### src/rtl/yenc_pd_pkg.sv
package yenc_pd_pkg;

   // operation codes of the request channel
   localparam logic [3:0] OP_BYTE        = 4'd0;
   localparam logic [3:0] OP_LINE_END    = 4'd1;
   localparam logic [3:0] OP_FIRST_BEGIN = 4'd2;
   localparam logic [3:0] OP_NEXT_BEGIN  = 4'd3;
   localparam logic [3:0] OP_PART_LINE   = 4'd4;
   localparam logic [3:0] OP_END_LINE    = 4'd5;
   localparam logic [3:0] OP_HEADER_END  = 4'd6;
   localparam logic [3:0] OP_ARTICLE_END = 4'd7;
   localparam logic [3:0] OP_STREAM_END  = 4'd8;

   // result kinds
   localparam logic [1:0] KIND_BYTE     = 2'd0;
   localparam logic [1:0] KIND_ERROR    = 2'd1;
   localparam logic [1:0] KIND_COMPLETE = 2'd2;

   // error codes, also bit positions in the error mask
   localparam int ERR_BAD_BEGIN   = 0;
   localparam int ERR_BAD_PART    = 1;
   localparam int ERR_BAD_END     = 2;
   localparam int ERR_ESCAPE_EOL  = 3;
   localparam int ERR_MISSING_END = 4;
   localparam int ERR_PART_NUMBER = 5;
   localparam int ERR_SIZE        = 6;
   localparam int ERR_PART_BEGIN  = 7;
   localparam int ERR_PART_SIZE   = 8;
   localparam int ERR_PART_CRC    = 9;
   localparam int ERR_FILE_CRC    = 10;
   localparam int ERR_PART_END    = 11;
   localparam int NUM_ERRORS      = 12;

   localparam logic [7:0]  BYTE_OFFSET = 8'd42;
   localparam logic [7:0]  ESC_OFFSET  = 8'd64;
   localparam logic [7:0]  ESC_CHAR    = 8'h3D;     // '='
   localparam logic [32:0] UNSET33     = '1;
   localparam logic [31:0] CRC_POLY    = 32'hEDB88320;

   typedef struct packed {
      logic [3:0]  operation;
      logic [7:0]  data_byte;
      logic [15:0] part_number;
      logic        has_part_number;
      logic [31:0] length_value;
      logic        has_length;
      logic [31:0] offset_value;
      logic        has_offset;
      logic [31:0] part_crc_given;
      logic        has_part_crc;
      logic [31:0] file_crc_given;
      logic        has_file_crc;
   } req_type;

   // all results caused by one request; emitted byte, errors low to high, complete
   typedef struct packed {
      logic                  complete;
      logic [NUM_ERRORS-1:0] err_mask;
      logic [7:0]            byte_val;
      logic                  byte_valid;
   } rec_type;

   function automatic logic [31:0] crc_add(input logic [31:0] crc, input logic [7:0] b);
      logic [31:0] c;
      c = ~crc ^ {24'd0, b};
      for (int k = 0; k < 8; k++) begin
         c = (c >> 1) ^ (CRC_POLY & {32{c[0]}});
      end
      return ~c;
   endfunction

endpackage

### src/rtl/yenc_pd_core.sv
module yenc_pd_core #(
   parameter int PositionBits = 32
) (
   input  logic                 clock,
   input  logic                 reset,
   input  logic                 req_valid,
   output logic                 req_ready,
   input  yenc_pd_pkg::req_type req_data,
   input  logic                 queue_full,
   output logic                 push_valid,
   output yenc_pd_pkg::rec_type push_rec
);

   localparam int CmpW = (PositionBits > 33) ? PositionBits : 33;
   localparam int SumW = (PositionBits >= 64) ? 64 :
                         ((PositionBits > 32) ? PositionBits : 32) + 1;

   localparam logic [2:0] MODE_HEADER = 3'd0;
   localparam logic [2:0] MODE_PRE    = 3'd1;
   localparam logic [2:0] MODE_BEGIN  = 3'd2;
   localparam logic [2:0] MODE_DATA   = 3'd3;
   localparam logic [2:0] MODE_POST   = 3'd4;

   logic                    in_valid_ff, in_valid_in;
   yenc_pd_pkg::req_type    in_ff;
   logic [2:0]              mode_ff, mode_in;
   logic                    esc_ff, esc_in;
   logic [15:0]             counter_ff, counter_in;
   logic [32:0]             file_size_ff, file_size_in;
   logic [PositionBits-1:0] position_ff, position_in;
   logic [PositionBits-1:0] part_begin_ff, part_begin_in;
   logic [32:0]             part_end_ff, part_end_in;
   logic [31:0]             file_crc_ff, file_crc_in;
   logic [31:0]             part_crc_ff, part_crc_in;

   logic                 advance;
   logic                 active;
   logic                 start, first;
   logic [7:0]           dec;
   logic [15:0]          cnt_next;
   logic [32:0]          fsize_base;
   logic [31:0]          off_m1;
   yenc_pd_pkg::rec_type rec;

   assign advance    = in_valid_ff && !queue_full;
   assign req_ready  = !in_valid_ff || advance;
   assign active     = (mode_ff == MODE_BEGIN) || (mode_ff == MODE_DATA);
   assign push_rec   = rec;
   assign push_valid = advance && (rec != '0);

   always_comb begin
      mode_in       = mode_ff;
      esc_in        = esc_ff;
      counter_in    = counter_ff;
      file_size_in  = file_size_ff;
      position_in   = position_ff;
      part_begin_in = part_begin_ff;
      part_end_in   = part_end_ff;
      file_crc_in   = file_crc_ff;
      part_crc_in   = part_crc_ff;
      rec           = '0;
      start         = 1'b0;
      first         = 1'b0;
      dec           = in_ff.data_byte - yenc_pd_pkg::BYTE_OFFSET
                      - (esc_ff ? yenc_pd_pkg::ESC_OFFSET : 8'd0);
      off_m1        = in_ff.offset_value - 32'd1;

      if (in_ff.operation == yenc_pd_pkg::OP_BYTE) begin
         if (active) begin
            mode_in = MODE_DATA;
            if (!esc_ff && in_ff.data_byte == yenc_pd_pkg::ESC_CHAR) begin
               esc_in = 1'b1;
            end else begin
               esc_in         = 1'b0;
               position_in    = position_ff + PositionBits'(1);
               file_crc_in    = yenc_pd_pkg::crc_add(file_crc_ff, dec);
               part_crc_in    = yenc_pd_pkg::crc_add(part_crc_ff, dec);
               rec.byte_valid = 1'b1;
               rec.byte_val   = dec;
            end
         end
      end else begin
         esc_in = 1'b0;
         case (in_ff.operation)
            yenc_pd_pkg::OP_LINE_END: begin
               if (active) begin
                  rec.err_mask[yenc_pd_pkg::ERR_ESCAPE_EOL] = esc_ff;
                  mode_in = MODE_DATA;
               end
            end
            yenc_pd_pkg::OP_FIRST_BEGIN: begin
               start = 1'b1;
               first = 1'b1;
            end
            yenc_pd_pkg::OP_NEXT_BEGIN: begin
               if (mode_ff == MODE_PRE) begin
                  start = 1'b1;
               end else if (mode_ff != MODE_HEADER) begin
                  rec.err_mask[yenc_pd_pkg::ERR_BAD_BEGIN] = 1'b1;
               end
            end
            yenc_pd_pkg::OP_PART_LINE: begin
               if (mode_ff == MODE_BEGIN) begin
                  if (in_ff.has_offset && (in_ff.offset_value == 32'd0 ||
                      CmpW'(off_m1) != CmpW'(part_begin_ff))) begin
                     rec.err_mask[yenc_pd_pkg::ERR_PART_BEGIN] = 1'b1;
                  end
                  if (in_ff.has_length) begin
                     part_end_in = {1'b0, in_ff.length_value};
                  end
                  mode_in = MODE_DATA;
               end else if (mode_ff != MODE_HEADER) begin
                  rec.err_mask[yenc_pd_pkg::ERR_BAD_PART] = 1'b1;
               end
            end
            yenc_pd_pkg::OP_END_LINE: begin
               if (active) begin
                  rec.err_mask[yenc_pd_pkg::ERR_PART_NUMBER] = in_ff.has_part_number &&
                     (in_ff.part_number != counter_ff);
                  rec.err_mask[yenc_pd_pkg::ERR_PART_SIZE] = in_ff.has_length &&
                     (SumW'(part_begin_ff) + SumW'(in_ff.length_value) != SumW'(position_ff));
                  rec.err_mask[yenc_pd_pkg::ERR_PART_CRC] = in_ff.has_part_crc &&
                     (in_ff.part_crc_given != part_crc_ff);
                  rec.err_mask[yenc_pd_pkg::ERR_FILE_CRC] = in_ff.has_file_crc &&
                     (in_ff.file_crc_given != file_crc_ff);
                  rec.err_mask[yenc_pd_pkg::ERR_PART_END] =
                     (part_end_ff != yenc_pd_pkg::UNSET33) &&
                     (CmpW'(position_ff) != CmpW'(part_end_ff));
                  rec.complete = (file_size_ff != yenc_pd_pkg::UNSET33) &&
                     (CmpW'(position_ff) == CmpW'(file_size_ff));
                  mode_in = MODE_POST;
               end else if (mode_ff != MODE_HEADER) begin
                  rec.err_mask[yenc_pd_pkg::ERR_BAD_END] = 1'b1;
               end
            end
            yenc_pd_pkg::OP_HEADER_END: begin
               mode_in = MODE_PRE;
            end
            yenc_pd_pkg::OP_ARTICLE_END: begin
               rec.err_mask[yenc_pd_pkg::ERR_MISSING_END] = (mode_ff != MODE_POST);
               mode_in = MODE_HEADER;
            end
            yenc_pd_pkg::OP_STREAM_END: begin
               rec.err_mask[yenc_pd_pkg::ERR_MISSING_END] = 1'b1;
            end
            default: begin
            end
         endcase
      end

      // first begin restarts the file before opening the part
      cnt_next   = (first ? 16'd0 : counter_ff) + 16'd1;
      fsize_base = first ? yenc_pd_pkg::UNSET33 : file_size_ff;
      if (start) begin
         counter_in    = cnt_next;
         part_begin_in = first ? '0 : position_ff;
         part_end_in   = yenc_pd_pkg::UNSET33;
         part_crc_in   = '0;
         if (first) begin
            file_crc_in  = '0;
            position_in  = '0;
            file_size_in = in_ff.has_length ? {1'b0, in_ff.length_value}
                                            : yenc_pd_pkg::UNSET33;
         end
         rec.err_mask[yenc_pd_pkg::ERR_PART_NUMBER] = in_ff.has_part_number &&
            (in_ff.part_number != cnt_next);
         rec.err_mask[yenc_pd_pkg::ERR_SIZE] = !first && in_ff.has_length &&
            (fsize_base != {1'b0, in_ff.length_value});
         mode_in = MODE_BEGIN;
      end
   end

   always_comb begin
      if (req_valid && req_ready) begin
         in_valid_in = 1'b1;
      end else if (advance) begin
         in_valid_in = 1'b0;
      end else begin
         in_valid_in = in_valid_ff;
      end
   end

   always_ff @(posedge clock) begin
      if (req_valid && req_ready) begin
         in_ff <= req_data;
      end
   end

   always_ff @(posedge clock) begin
      if (reset) begin
         in_valid_ff   <= 1'b0;
         mode_ff       <= MODE_HEADER;
         esc_ff        <= 1'b0;
         counter_ff    <= '0;
         file_size_ff  <= yenc_pd_pkg::UNSET33;
         position_ff   <= '0;
         part_begin_ff <= '0;
         part_end_ff   <= yenc_pd_pkg::UNSET33;
         file_crc_ff   <= '0;
         part_crc_ff   <= '0;
      end else begin
         in_valid_ff <= in_valid_in;
         if (advance) begin
            mode_ff       <= mode_in;
            esc_ff        <= esc_in;
            counter_ff    <= counter_in;
            file_size_ff  <= file_size_in;
            position_ff   <= position_in;
            part_begin_ff <= part_begin_in;
            part_end_ff   <= part_end_in;
            file_crc_ff   <= file_crc_in;
            part_crc_ff   <= part_crc_in;
         end
      end
   end

endmodule

### src/rtl/yenc_pd_queue.sv
module yenc_pd_queue (
   input  logic                 clock,
   input  logic                 reset,
   input  logic                 push_valid,
   input  yenc_pd_pkg::rec_type push_rec,
   output logic                 queue_full,
   output logic                 rsp_valid,
   input  logic                 rsp_ready,
   output logic [1:0]           rsp_kind,
   output logic [7:0]           rsp_decoded_byte,
   output logic [3:0]           rsp_error_code,
   output logic                 rsp_last
);

   localparam int FlagW = yenc_pd_pkg::NUM_ERRORS + 2;

   yenc_pd_pkg::rec_type rec_ff [2];
   logic                 wr_ff, wr_in;
   logic                 rd_ff, rd_in;
   logic [1:0]           count_ff, count_in;

   yenc_pd_pkg::rec_type head;
   logic [FlagW-1:0]     flags, sel, remain;
   logic                 pop, beat;

   assign head  = rec_ff[rd_ff];
   // emission order: byte, errors by ascending code, file complete
   assign flags = {head.complete, head.err_mask, head.byte_valid};
   assign sel   = flags & (~flags + FlagW'(1));
   assign remain = flags & ~sel;

   assign queue_full = (count_ff == 2'd2);
   assign rsp_valid  = (count_ff != 2'd0);
   assign beat       = rsp_valid && rsp_ready;
   assign pop        = beat && (remain == '0);
   assign rsp_last   = (remain == '0);

   always_comb begin
      rsp_kind         = yenc_pd_pkg::KIND_ERROR;
      rsp_decoded_byte = 8'd0;
      rsp_error_code   = 4'd0;
      if (sel[0]) begin
         rsp_kind         = yenc_pd_pkg::KIND_BYTE;
         rsp_decoded_byte = head.byte_val;
      end else if (sel[FlagW-1]) begin
         rsp_kind = yenc_pd_pkg::KIND_COMPLETE;
      end
      for (int i = 0; i < yenc_pd_pkg::NUM_ERRORS; i++) begin
         if (sel[i+1]) begin
            rsp_error_code = rsp_error_code | 4'(i);
         end
      end
   end

   always_comb begin
      wr_in    = push_valid ? ~wr_ff : wr_ff;
      rd_in    = pop ? ~rd_ff : rd_ff;
      count_in = count_ff + {1'b0, push_valid} - {1'b0, pop};
   end

   always_ff @(posedge clock) begin
      if (push_valid) begin
         rec_ff[wr_ff] <= push_rec;
      end
      if (beat && !pop) begin
         rec_ff[rd_ff] <= {remain[FlagW-1], remain[FlagW-2:1], head.byte_val, remain[0]};
      end
   end

   always_ff @(posedge clock) begin
      if (reset) begin
         wr_ff    <= 1'b0;
         rd_ff    <= 1'b0;
         count_ff <= 2'd0;
      end else begin
         wr_ff    <= wr_in;
         rd_ff    <= rd_in;
         count_ff <= count_in;
      end
   end

endmodule

### src/rtl/yenc_part_decoder_unit.sv
// Channel  Direction  Handshake              Payload
// req      in         req_valid/req_ready    operation, data_byte, part/length/offset/crc fields
// rsp      out        rsp_valid/rsp_ready    kind, decoded_byte, error_code, last
//
// A request beat is registered, decoded and applied to the state once the queue has room;
// its results (0 to 6) enter a two-entry result queue and leave one beat per cycle while
// rsp_ready is high. With one result or none per request and rsp_ready high, the unit takes
// a request every cycle; a request with more results holds the queue head until all have left.
// Synchronous active-high reset; no clearing pass. req_ready does not depend on
// rsp_ready: stalls on rsp back up only once the queue is full.
module yenc_part_decoder_unit #(
   parameter int PositionBits = 32
) (
   input  logic        clock,
   input  logic        reset,
   input  logic        req_valid,
   output logic        req_ready,
   input  logic [3:0]  req_operation,
   input  logic [7:0]  req_data_byte,
   input  logic [15:0] req_part_number,
   input  logic        req_has_part_number,
   input  logic [31:0] req_length_value,
   input  logic        req_has_length,
   input  logic [31:0] req_offset_value,
   input  logic        req_has_offset,
   input  logic [31:0] req_part_crc_given,
   input  logic        req_has_part_crc,
   input  logic [31:0] req_file_crc_given,
   input  logic        req_has_file_crc,
   output logic        rsp_valid,
   input  logic        rsp_ready,
   output logic [1:0]  rsp_kind,
   output logic [7:0]  rsp_decoded_byte,
   output logic [3:0]  rsp_error_code,
   output logic        rsp_last
);

   yenc_pd_pkg::req_type req_data;
   yenc_pd_pkg::rec_type push_rec;
   logic                 push_valid;
   logic                 queue_full;

   assign req_data = '{
      operation:       req_operation,
      data_byte:       req_data_byte,
      part_number:     req_part_number,
      has_part_number: req_has_part_number,
      length_value:    req_length_value,
      has_length:      req_has_length,
      offset_value:    req_offset_value,
      has_offset:      req_has_offset,
      part_crc_given:  req_part_crc_given,
      has_part_crc:    req_has_part_crc,
      file_crc_given:  req_file_crc_given,
      has_file_crc:    req_has_file_crc
   };

   yenc_pd_core #(
      .PositionBits(PositionBits)
   ) u_core (
      .clock      (clock),
      .reset      (reset),
      .req_valid  (req_valid),
      .req_ready  (req_ready),
      .req_data   (req_data),
      .queue_full (queue_full),
      .push_valid (push_valid),
      .push_rec   (push_rec)
   );

   yenc_pd_queue u_queue (
      .clock            (clock),
      .reset            (reset),
      .push_valid       (push_valid),
      .push_rec         (push_rec),
      .queue_full       (queue_full),
      .rsp_valid        (rsp_valid),
      .rsp_ready        (rsp_ready),
      .rsp_kind         (rsp_kind),
      .rsp_decoded_byte (rsp_decoded_byte),
      .rsp_error_code   (rsp_error_code),
      .rsp_last         (rsp_last)
   );

endmodule
### config.mk
export PLATFORM = sky130hd
export DESIGN_NAME = yenc_part_decoder_unit
export DESIGN_NICKNAME = d
export VERILOG_FILES = /design/src/rtl/yenc_pd_pkg.sv /design/src/rtl/yenc_pd_core.sv /design/src/rtl/yenc_pd_queue.sv /design/src/rtl/yenc_part_decoder_unit.sv
export SDC_FILE = /design/constraint.sdc
export NUM_CORES = 1
export LEC_CHECK = 0
export BUFFER_PORTS_ARGS = -buffer_cell sky130_fd_sc_hd__buf_4
export CORE_AREA = 2 2 265 267
export DETAILED_ROUTE_END_ITERATION = 10
export DIE_AREA = 0 0 267 269
export PLACE_DENSITY_LB_ADDON = 0.12
export SLEW_MARGIN = 20
export SYNTH_ARGS = -nofsm -noshare
export SYNTH_HDL_FRONTEND = slang
export SYNTH_HIERARCHICAL = 1
export SYNTH_SLANG_ARGS = --single-unit
### constraint.sdc
create_clock -name clock -period 5.7 [get_ports clock]
set_input_delay 0 -clock clock [delete_from_list [all_inputs] [get_ports clock]]
set_output_delay 0 -clock clock [all_outputs]
set_load 0.005 [all_outputs]
* Word level (Yosys, flattened, before mapping)
Memory sizes are Yosys's and may differ from the RTL's. A register that Yosys moved wholly into a read port is not among the register bits.
Cells that the tools add are included.
** Storage, ports and cells
- Logic and storage cells :: 220
- Output and inout port bits :: 17
- Input port bits :: 165
- RAM bits :: 44
- Memories kept :: 1
- Register bits :: 380
** Memory list
- u_queue.rec_ff :: depth 2, bits a word 22, rd ports 1, clocked after memory_dff 1, wr ports 2, line yenc_pd_queue.sv:17 : yenc_pd_pkg::rec_type rec_ff [2];
** Operators by class
- Bitwise gates (word level) :: 28
- Eq/ne operators :: 30
- $add $sub $neg :: 9
- Reductions and logical operators :: 44
- Muxes and demuxes :: 83
** Operators by type and width (number)
- 31-bit by 32-bit XOR with 32-bit output :: 16
- 32-bit two-way mux :: 15
- 33-bit two-way mux :: 7
- 32-bit NOT :: 4
- 32-bit inequality test :: 3
- 33-bit by 32-bit inequality test with 1-bit output :: 2
- 33-bit inequality test, second input constant :: 2
- 32-bit by 8-bit XOR with 32-bit output :: 2
- 32-bit by 32-bit adder with 33-bit output :: 1
- 32-bit by 33-bit equality test with 1-bit output :: 1
- 32-bit by 33-bit inequality test with 1-bit output :: 1
- 32-bit by 1-bit adder with 32-bit output, second input constant :: 1
- 32-bit zero test :: 1
- 16-bit inequality test :: 2
- 32-bit by 1-bit subtractor with 32-bit output, second input constant :: 1
- 1-bit two-way mux :: 30
- 14-bit bitwise AND :: 2
- 14-bit NOT :: 2
- 3-bit two-way mux :: 9
- 9-bit two-way mux :: 3
- 22-bit nonzero test :: 1
- 1-bit logical AND :: 17
- 16-bit by 1-bit adder with 16-bit output, second input constant :: 1
- 4-bit by 3-bit equality test with 1-bit output, second input constant :: 4
- 36 further kinds :: 66

* Depth between registers and ports, before layout
Gate-level depths: netlist (run 1).
- Depth in word-level cells :: 17
- Gate-level depth with buffers :: 21
- Depth with buffers taken out :: 17

* By module
The synthesis (run 1) kept the hierarchy.
** Modules (own cells, without submodules)
- yenc_pd_core :: cells each 2179, area an instance 20900.0 µm², instances 1
- yenc_pd_queue :: cells each 241, area an instance 2979.1 µm², instances 1

* Least setup slack after synthesis (run 1)
OpenSTA, ideal clock, no wires.
- Path type :: register to register
- Start :: register u_core/in_ff[159] in the netlist's numbering
- End :: memory u_queue/rec_ff[0][0] in the netlist's numbering (enable)
- Arrival time :: 5.281 ns
- Path slack :: -0.012 ns
- Path buffers :: 4
- Library setup time :: 0.432 ns
- Clock period less this slack :: 5.712 ns
- Cell stages (with the launch flop) :: 20
- Path through :: edfxtp_1 buf_2 or4b_1 clkbuf_1 clkbuf_1 and2_1 ha_1 and4_1 clkbuf_1 and4_1 xnor2_1 xor2_1 a31oi_1 o32ai_1 nand2_1 o31a_1 a211oi_2 o22ai_1 inv_1 o21ai_0
** RTL lines
- start: declaration :: line yenc_pd_core.sv:25 : yenc_pd_pkg::req_type in_ff;
- start signal: assignment :: line yenc_pd_core.sv:185 : in_ff <= req_data;
- end: declaration :: line yenc_pd_queue.sv:17

==> metrics.md, run 1 <==
| Metric | Value |
|---|---|
| Status | `finished clean` |
| Row count | `just under 100` |
| Flop2flop setup slack | `690 ps` |
| Crit. End Element | `flip-flop` |
| Final hold violations | `0` |
| Final #Nets | `between 2000 and 3000` |
| Fill cells | `approximately 6700` |
| Hold endpoint | `u_core/in_ff[62]$_DFFE_PP_` |
| Fin area | `0.0296 mm2` |
| Ratio of final minimum period to clock period | `87.9%` |
| Core ar. | `0.0693 mm2` |
| Dpl hpwl | `58700 um` |
| Gate Count Post-Synth | `2420` |
| Clock-pin slew on the worst setup and hold paths | `60 ps` |
| Endpoints failing setup | `0` |
| Post-synthesis simple-gate area fraction | `17.0%` |
| Reg2Reg Depth | `15` |
| Post-CTS setup repair buffer count | `0` |
| Synth Area in Adders | `2.49%` |
| Syn Std Cell Area | `around 0.024 mm2` |
| Commonest non-fill, non-tap cell in the layout | `xnor2_1` |
| Yosys Warn Count | `6` |
| Area delta synth->final | `24.0%` |
| Post-synth EDFFs | `205` |
| Starting density of the core | `34.5%` |
| Mux contribution to synthesized area | `2.82%` |
| RSZ-0062 raised after global routing | `no` |
| Hold Crit Depth | `2` |
| CTS tree | `done` |
| Diode count | `0` |
| DP Worst Slack | `just over 700 ps` |
| Sink Count | `425` |
| Placed Area | `0.0262 mm2` |
| RR Startpoint | `u_core/in_ff[159]$_DFFE_PP_` |
| Gr ovfl total | `0` |
| Number of global-route vias before repair | `19400` |
| Post-synth top area cell | `edfxtp_1` |
| Crit-path max FO | `22` |
| Die H | `about 270 um` |
| Multi-input logic area | `0.0127 mm2` |
| Port Buffers | `between 150 and 200` |
| Worst-Margin Slew | `1050 ps` |
| Residual DRC | `0` |
| Ys async rst share | `0%` |
| Max Clock Skew | `45.8 ps` |
| Die width | `between 200 and 300 um` |
| RR Endpoint | `u_queue/rec_ff[0][13]$_DFFE_PP_` |
| Root Buffer | `clkbuf_16` |
| Synth top area cells | `edfxtp_1 (26%), dfxtp_1 (18%), xnor2_1 (8.5%), xor2_1 (6.5%), nor2_1 (3.1%)` |
| Setup WS post-layout | `688 ps` |
| Average size of a mapped cell | `between 9 and 10 um2` |
| Vias/cell | `5.35` |
| Worst VDD drop | `0.000245 V` |
| Leakage | `10.8 nW` |
| Synth Register Bits | `425` |
| Pin count of the biggest net entering global routing | `73` |
| WS Path Type | `reg2reg` |
| Routed length per instance | `21.4 um` |
| Antenna Nets Post-Route | `0` |
| Total number of vias | `just under 20000` |
| Share of the synthesized area in the top cell type | `25.8%` |
| Max Fclk | `200 MHz` |
| Min Tclk post-route | `5010 ps` |
| Initial DRC Count | `roughly 1700` |
| XOR/XNOR Fraction of Synth Area | `15.9%` |
| Die area | `0.0718 mm2` |
| Final Wtd Congestion | `about 0.97` |
| Largest family of logic cells by synthesized area | `simple AND/OR/NAND/NOR gates` |
| Io pins | `182` |
| Drt total wl | `79300 um` |
| Seq/Total Area, Yosys | `44.2%` |
| Max Cap Violations | `0` |
| Htree depth | `2` |
| Syn nets | `2632` |
| Compound-Gate Fraction of Synth Area | `between 10 and 15%` |
| Yosys cell types | `92` |
| Worst EP required | `5920 ps` |
| Setup TNS | `0 ps` |
| Most frequent cells in the layout | `xnor2_1 (233), dfxtp_1 (220), buf_4 (213)` |
| Reg area | `0.0106 mm2` |
| First-pass GRT wire length | `118000 um` |
| Drt first pass iters | `6` |
| Worst hold path type | `in2reg` |
| Worst hold path startpoint | `req_part_crc_given[28]` |
| Crit start category | `flip-flop` |
| Critical Path AT | `5240 ps` |
| Core Util, Final | `42.7%` |
| Max-slew violation count | `0` |
| Ys flop type | `dfxtp_1` |
| Pwr Density | `approximately 260 mW/mm2` |
| Layout cell share with drive strength beyond 1 | `13.9%` |
| CTS Buf Count | `between 50 and 60` |
| Antenna violations before repair | `4` |
| Clock Tree Buf Depth | `3` |
| Worst skew pair latency | `approximately 640 ps` |
| Slew headroom | `29.4%` |
| Overall Global Routing Usage | `a little over a fifth` |
[synthesized netlist by cell type (all sizes together), types with 6 or more instances]
cell     count
nand4       60
nor3b        9
nand3       59
a21oi      105
a211oi      13
a22o        53
inv         50
o2111ai      6
a21o        14
nor3        61
o21a        12
xor2       185
mux2        45
nand2      183
dfxtp      220
clkbuf     101
nor4        55
o32ai        7
o22ai       13
o21ai       91
and4         8
a31oi       20
nor2       200
nor4b        9
edfxtp     205
a22oi       61
or2         10
or3         21
and3        16
o211ai      26
ha          46
mux2i       13
or4          8
and2        15
o22a        29
buf         25
nand3b      13
xnor2      236
nand2b      17
nor2b       35
[worst max-delay path by stage]
stage                                         endpoint                        start  slack, ps  cells after the start
floorplan           u_queue/rec_ff[0][0]$_SDFFCE_PN0P_  u_core/in_ff[159]$_DFFE_PP_        580                     19
global placement        u_queue/rec_ff[0][8]$_DFFE_PP_  u_core/in_ff[159]$_DFFE_PP_        500                     15
detailed placement      u_queue/rec_ff[0][4]$_DFFE_PP_  u_core/in_ff[159]$_DFFE_PP_        710                     15
CTS                    u_queue/rec_ff[0][13]$_DFFE_PP_  u_core/in_ff[159]$_DFFE_PP_        650                     15
global route           u_queue/rec_ff[0][13]$_DFFE_PP_  u_core/in_ff[159]$_DFFE_PP_        280                     15
finish                 u_queue/rec_ff[0][13]$_DFFE_PP_  u_core/in_ff[159]$_DFFE_PP_        690                     15
[logic make-up after synthesis]
family / after synthesis
buf+inv: 176
xor+xnor: 422
fa+ha+maj: 47
simple gates: 789
flops: 425
compound gates: 503
mux: 58
[per-stage QoR]
stage / power, mW / instances / hold WS [ps]
6_report: 7.64 / 3709 / 73.8
5_1_grt: 7.95 / 3709 / 57.2
4_1_cts: 7.76 / 3709 / 31.0
3_5_place_dp: 4.31 / 3449 / 179
3_3_place_gp: 4.31 / 3449 / 178
2_1_floorplan: 4.01 / 2420 / 71.6
[critical path, stage by stage, from the launching register on]
cell and delay (ps):
edfxtp_1 510, or4b_1 790, and2_1 270, ha_1 270
and4_1 320, and4_1 270, xnor2_1 300, xor2_1 110
a31oi_1 200, o32ai_1 120, nand2_1 90, o31a_1 200
a211oi_2 50, o22ai_1 330, inv_1 130, o21ai_4 610
[flip-flops by register name (all words and copies together) (netlist names), named ones only]
register	cells
u_core/in_ff	161
u_queue/rec_ff	44
u_core/esc_ff	1
u_core/part_end_ff	33
u_core/mode_ff	3
u_core/in_valid_ff	1
u_core/counter_ff	16
u_queue/rd_ff	1
u_core/file_size_ff	33
u_core/position_ff	32
u_queue/count_ff	2
u_core/part_crc_ff	32
u_core/file_crc_ff	32
u_core/part_begin_ff	32
u_queue/wr_ff	1
[report_power, final]
group	switching (mW)	internal, mW
clock network	1.38	1.92
registers	0.0831	3.28
logic	0.509	0.463
total	1.98	5.67
[layer usage]
metal	GRT usage [%]	wire, um	up-vias
li1	-	-	9437
met1	29.6	36500	9714
met2	35.4	36400	561
met3	2.84	3760	140
met4	7.32	2540	4
met5	0	14	-
[layout make-up]
cell class | instances | share of cell area, %
repair buffers | 379 | 11.1
flip-flops and latches | 425 | 35.7
clock buffers | 72 | 5.13
well taps | 940 | 3.97
multi-input cells | 1819 | 42.8
clock inverters | 24 | 0.765
inverters | 50 | 0.634
[repair_timing]
action                                  4_1_cts  5_1_grt
resized for setup                             0        0
hold buffers                                164        0
endpoints found under the setup margin        0        0
hold endpoints to repair                    181        0
Note: power is estimated with default switching activity, not from simulation.
==> inputs of run 2 (changes only) <==
Settings changed: CORE_AREA 2 2 265 267 to 2 2 242 292, DIE_AREA 0 0 267 269 to 0 0 244 294.
==> run 2 against run 1 <==
Hold slack gained 35 ps; core utilization decreased by 0.22 points; cell count shrank 0.81%; wire length is 4.7% higher; critical path depth increased by 1; register-to-register slack improved by 340 ps; clock-buffer cell count down 8; setup slack better by 340 ps; die area fell by 0.12%; largest cell class unchanged.
==> metrics.md, run 2 (synthesis gave the netlist of run 1 again) <==
| Metric | Value |
|---|---|
| Status | `finished clean` |
| Drt total wl | `just over 80000 um` |
| RR Endpoint | `u_queue/count_ff[1]$_SDFF_PP0_` |
| Port Buffers | `181` |
| Crit start category | `flip-flop` |
| Max-slew violation count | `0` |
| Crit-path max FO | `6` |
| Post-placement cell count | `3420` |
| Vias/cell | `5.35` |
| Pwr Density | `between 200 and 300 mW/mm2` |
| Worst setup startpoint | `u_core/in_ff[104]$_DFFE_PP_` |
| Drt first pass iters | `6` |
| Die width | `244 um` |
| Slew headroom | `26.1%` |
| Switching Fraction | `26.1%` |
| Clk network pwr share | `roughly two fifths` |
| Io pins | `182` |
| Psw | `1.95 mW` |
| Antenna Nets Post-Route | `0` |
| Crit path buffers/inverters | `1` |
| Die H | `294 um` |
| Top reg by flops | `u_core/in_ff` |
| Reg2Reg Depth | `16` |
| Most frequent cells in the layout | `xnor2_1 (233), dfxtp_1 (219), buf_4 (206)` |
| Final hold violations | `0` |
| Root Buffer | `clkbuf_16` |
| Die area | `0.0717 mm2` |
| Comb pwr share | `13.0%` |
| Total number of vias | `a little under 20000` |
| CP most frequent cell | `ha_1` |
| Residual DRC | `0` |
| Clock-pin slew on the worst setup and hold paths | `80 ps` |
| Number of global-route vias before repair | `20100` |
| Row count | `106` |
| Worst EP required | `6140 ps` |
| Final Wtd Congestion | `0.933` |
| Largest register FFs | `161` |
| Finished Layout Cells | `3679` |
| Crit-path cells | `ha_1 -> a21o_1 -> a31o_2 -> o21a_1 -> o31ai_1 -> o21ai_0 -> nor2b_1 -> nor4_1 -> nand4_1 -> nor3_1 -> buf_4 -> o22ai_1 -> ha_1 -> xor2_1 -> xnor2_1 -> nor2_1` |
| Routed length per instance | `22.6 um` |
| Clock Tree Buf Depth | `3` |
| Largest stage delay, worst path | `580 ps` |
| Commonest non-fill, non-tap cell in the layout | `xnor2_1` |
| Critical Path AT | `5120 ps` |
| CP max stage cell | `o31ai_1` |
| Max Fclk | `214 MHz` |
| Pint | `5.53 mW` |
| Endpoints failing setup | `0` |
| Min Tclk post-route | `between 4000 and 5000 ps` |
| RSZ-0062 raised after global routing | `no` |
| Worst hold path type | `in2reg` |
| Pin count of the biggest net entering global routing | `slightly above 90` |
| Starting density of the core | `34.6%` |
| CTS tree | `done` |
| WS Path Type | `reg2reg` |
| First-pass GRT wire length | `125000 um` |
| Area delta synth->final | `23.0%` |
| Dpl hpwl | `62200 um` |
| Reg power frac | `45.1%` |
| Setup crit end | `u_queue/count_ff[1]$_SDFF_PP0_` |
| Htree depth | `2` |
| Worst-Margin Slew | `~1100 ps` |
| Largest regs | `u_core/in_ff: 161 flops, u_queue/rec_ff: 44 flops` |
| Setup TNS | `0 ps` |
| Fill cells | `6695` |
| Worst path depth | `16` |
| Overall Global Routing Usage | `between 20% and 30%` |
| Sink Count | `425` |
| CP delay by family, top | `compound AO/OA/AOI/OAI gates` |
| CTS Buf Count | `49` |
| Worst skew pair latency | `610 ps` |
| Ratio of final minimum period to clock period | `82.0%` |
| Flop2flop setup slack | `between 1000 and 1500 ps` |
| Worst VDD drop | `~0.00021 V` |
| Gr ovfl total | `0` |
| Max Cap Violations | `0` |
| Max Clock Skew | `26.3 ps` |
| Layout cell share with drive strength beyond 1 | `13.4%` |
| Initial DRC Count | `roughly 1200` |
| Antenna violations before repair | `6` |
| Core ar. | `0.0691 mm2` |
| Final #Nets | `2929` |
| Leakage | `10.7 nW` |
| Crit. End Element | `flip-flop` |
| RR Startpoint | `u_core/in_ff[104]$_DFFE_PP_` |
[run 2: changes by cell type in the layout (fill, tap and decap cells not counted), sizes merged]
| cell | before | now |
|---|---|---|
| buf | 215 | 208 |
| bufinv | 1 | 2 |
| clkbuf | 72 | 64 |
| clkinv | 20 | 21 |
| clkinvlp | 2 | 4 |
| diode | 0 | 3 |
[run 2: power by group through the flow]
stage          Combinational, mW  Sequential (mW)  Clock [mW]
6_report                   0.970             3.37        3.13
3_3_place_gp               0.882             3.44           0
4_1_cts                    0.980             3.37        3.24
3_5_place_dp               0.882             3.44           0
2_1_floorplan              0.607             3.40           0
5_1_grt                     1.05             3.38        3.35
[run 2: final cells by class]
| type | instances | area (um2) | share of cell area, % |
|---|---|---|---|
| Antenna cell | 3 | 7.51 | 0.0256 |
| Multi-Input combinational cell | 1819 | 12700 | 43.1 |
| Clock buffer | 64 | 1370 | 4.65 |
| Timing Repair Buffer | 372 | 3230 | 11.0 |
| Inverter | 50 | 188 | 0.639 |
| Sequential cell | 425 | 10600 | 35.9 |
| Clock inverter | 28 | 219 | 0.745 |
| Tap cell | 918 | 1150 | 3.91 |
[run 2: layer usage]
| metal | up-vias | wire length, um | GRT usage (%) |
|---|---|---|---|
| li1 | 9410 | - | - |
| met1 | 9620 | 32300 | 25.5 |
| met2 | 508 | 43600 | 42.9 |
| met3 | 155 | 2840 | 2.65 |
| met4 | 4 | 4250 | 10.9 |
| met5 | - | 27 | 0 |
[run 2: repair_timing]
item,4_1_cts,5_1_grt
resized for setup,0,0
hold buffers,164,0
setup endpoints to repair,0,0
endpoints found under the hold margin,172,0
setup buffers,0,0
[run 2: worst min-delay path by stage]
| stage | start | to | cells after the start |
|---|---|---|---|
| after floorplan | reset | u_queue/count_ff[0]$_SDFF_PP0_ | 1 |
| after global placement | req_part_crc_given[6] | u_core/in_ff[40]$_DFFE_PP_ | 1 |
| after global routing | req_file_crc_given[7] | u_core/in_ff[8]$_DFFE_PP_ | 2 |
| after detailed placement | req_part_crc_given[30] | u_core/in_ff[64]$_DFFE_PP_ | 1 |
| after CTS | req_part_crc_given[20] | u_core/in_ff[54]$_DFFE_PP_ | 2 |
| final | req_offset_value[20] | u_core/in_ff[87]$_DFFE_PP_ | 2 |
[run 2: through the flow]
step / hold slack [ps] / setup slack, ps / area [um2] / power, mW / util, %
floorplan: 71.6 / 578 / 23900 / 4.01 / -
global placement: 179 / 1150 / 26100 / 4.32 / 37.8
detailed placement: 179 / 1100 / 26100 / 4.32 / 37.8
CTS: 69.4 / 1080 / 29400 / 7.60 / 42.5
global route: 86.6 / 737 / 29400 / 7.78 / 42.5
finish: 109 / 1030 / 29400 / 7.48 / 42.5
==> inputs of run 3 (changes only) <==
Clock period 5.7 ns to 4.2 ns, I/O delays scaled along.
==> run 3 against run 2 <==
Clock-buffer cell count rose by 5; via count up 4.6%; hold slack worse by 4.2 ps; register-to-register slack lost 860 ps; critical path depth is 1 lower; sequential cell count unchanged; final area grew 6.8%; total power rose by 41%; non-clock buffer count grew 220; clock power rose by 45%; largest power group unchanged.
==> metrics.md, run 3 (synthesis gave the netlist of run 1 again) <==
| Metric | Value |
|---|---|
| Layout cell share with drive strength beyond 1 | `21.2%` |
| Overall Global Routing Usage | `a little under a quarter` |
| CP max stage cell | `or4_1` |
| Worst EP required | `4650 ps` |
| Io pins | `182` |
| Vias/cell | `approximately 5.3` |
| Final #Nets | `3150` |
| Clk network pwr share | `43.1%` |
| Clock Tree Buf Depth | `3` |
| Die width | `244 um` |
| Die area | `0.0717 mm2` |
| Pin count of the biggest net entering global routing | `81` |
| Worst VDD drop | `roughly 0.00031 V` |
| Leakage | `about 12 nW` |
| Top reg by flops | `u_core/in_ff` |
| Worst hold path type | `in2reg` |
| Met2 usage | `43.9%` |
| Initial DRC Count | `1166` |
| Crit. End Element | `flip-flop` |
| Total number of vias | `20600` |
| Largest regs | `u_core/in_ff: 161 flops, u_queue/rec_ff: 44 flops` |
| Routed length per instance | `22.2 um` |
| Crit start category | `flip-flop` |
| Worst skew pair latency | `620 ps` |
| Sink Count | `425` |
| Residual DRC | `0` |
| Max Clock Skew | `about 34 ps` |
| Root Buffer | `clkbuf_16` |
| Largest register FFs | `161` |
| Critical Path AT | `4490 ps` |
| Final Wtd Congestion | `approximately 0.95` |
| Row count | `106` |
| WS Path Type | `reg2reg` |
| Comb pwr share | `between 10% and 20%` |
| Area delta synth->final | `31.4%` |
| Crit-path cells | `or4b_4 -> buf_4 -> nand3b_1 -> nand4_1 -> or4_1 -> a2111oi_2 -> and3_1 -> a31oi_1 -> nand3b_1 -> a211oi_2 -> o22ai_2 -> ha_1 -> xor2_1 -> xnor2_1 -> nor2_1` |
| Clock-pin slew on the worst setup and hold paths | `60 ps` |
| Crit path buffers/inverters | `1` |
| Antenna violations before repair | `2` |
| Largest stage delay, worst path | `590 ps` |
| Htree depth | `2` |
| CTS tree | `done` |
| Endpoints failing setup | `0` |
| CP most frequent cell | `nand3b_1` |
| Drt first pass iters | `7` |
| Met3 Track Usage GR | `2.45%` |
| Drt total wl | `86500 um` |
| Dpl hpwl | `66000 um` |
| Psw | `2.71 mW` |
| Pwr Density | `between 300 and 400 mW/mm2` |
| Gr ovfl total | `0` |
| CP delay by family, top | `simple AND/OR/NAND/NOR gates` |
| Min Tclk post-route | `4040 ps` |
| Port Buffers | `181` |
| Final hold violations | `0` |
| Die H | `294 um` |
| Antenna Nets Post-Route | `0` |
| Crit-path max FO | `16` |
| Met1 Use GR | `26.6%` |
| Pint | `7.83 mW` |
| Core ar. | `just under 0.07 mm2` |
| Switching Fraction | `25.7%` |
| Most frequent cells in the layout | `buf_4 (424), xnor2_1 (229), dfxtp_1 (219)` |
| Starting density of the core | `between 30% and 40%` |
| Gr busiest metal | `met2` |
| First-pass GRT wire length | `128000 um` |
| Max Fclk | `between 200 and 250 MHz` |
| Max-slew violation count | `0` |
| Ratio of final minimum period to clock period | `just under 100%` |
| Commonest non-fill, non-tap cell in the layout | `buf_4` |
| Reg power frac | `43.2%` |
| Number of global-route vias before repair | `20700` |
| Slew headroom | `34.3%` |
| Total power | `between 10 and 15 mW` |
| Fill cells | `6556` |
| Status | `finished clean` |
| Setup TNS | `0 ps` |
| Worst-Margin Slew | `958 ps` |
| CTS Buf Count | `49` |
| Max Cap Violations | `0` |
## run 3: cell type report
type | instances | area (um2) | share of cell area [%]
tap | 918 | 1150 | 3.66
multi-input combinational | 1820 | 12900 | 41.0
timing repair buffer | 592 | 4900 | 15.6
clock buffer | 69 | 1460 | 4.64
sequential | 425 | 10600 | 33.7
inverter | 50 | 188 | 0.598
clock inverter | 22 | 249 | 0.793
antenna | 1 | 2.50 | 0.00797
## run 3: path summary, 6_finish.rpt
check,start,end,slack [ps],cells after the start
hold / removal,req_file_crc_given[31],u_core/in_ff[32]$_DFFE_PP_,100,2
setup reg to reg,u_core/in_ff[159]$_DFFE_PP_,u_queue/count_ff[1]$_SDFF_PP0_,160,15
hold reg to reg,u_core/part_end_ff[32]$_SDFFE_PP1P_,u_core/part_end_ff[32]$_SDFFE_PP1P_,480,2
setup / recovery,u_core/in_ff[159]$_DFFE_PP_,u_queue/count_ff[1]$_SDFF_PP0_,160,15
## run 3: per-stage QoR
stage,area (um2),hold slack [ps],setup slack [ps],std cells,utilization [%]
2_1_floorplan,23900,71.6,0.470,2420,-
3_3_place_gp,27800,179,-253,3635,40.2
6_report,31400,105,165,3897,45.4
5_1_grt,31400,79.7,-37.6,3897,45.4
3_5_place_dp,27800,179,-162,3635,40.2
4_1_cts,31200,70.0,8.34,3891,45.1
## run 3: worst reg2reg max path: cells and delay by family, from the launching register on
kind,cells,cell delay (ps)
buf+inv,1,230
fa+ha+maj,1,230
flops,1,380
simple gates,7,1930
xor+xnor,2,330
compound gates,4,780
## run 3: power groups by stage
stage | Clock, mW | Combinational [mW] | Sequential, mW
2_1_floorplan | 0 | 0.827 | 4.61
3_5_place_dp | 0 | 1.30 | 4.64
5_1_grt | 4.81 | 1.56 | 4.56
6_report | 4.55 | 1.44 | 4.55
4_1_cts | 4.65 | 1.44 | 4.55
3_3_place_gp | 0 | 1.31 | 4.64
## run 3: per-layer routing
layer | part of all wire, % | up-vias
met3 | 3.4 | 171
met2 | 52 | 531
met5 | 0.015 | -
met1 | 39 | 10000
met4 | 5.5 | 2
li1 | - | 9868
## run 3: repair_timing
item,in CTS,in global routing
hold endpoints to repair,190,0
endpoints found under the setup margin,46,46
pin swaps,1,14
hold buffers,164,0
gates cloned,1,0
gates resized for setup,4,40
buffers inserted,0,5
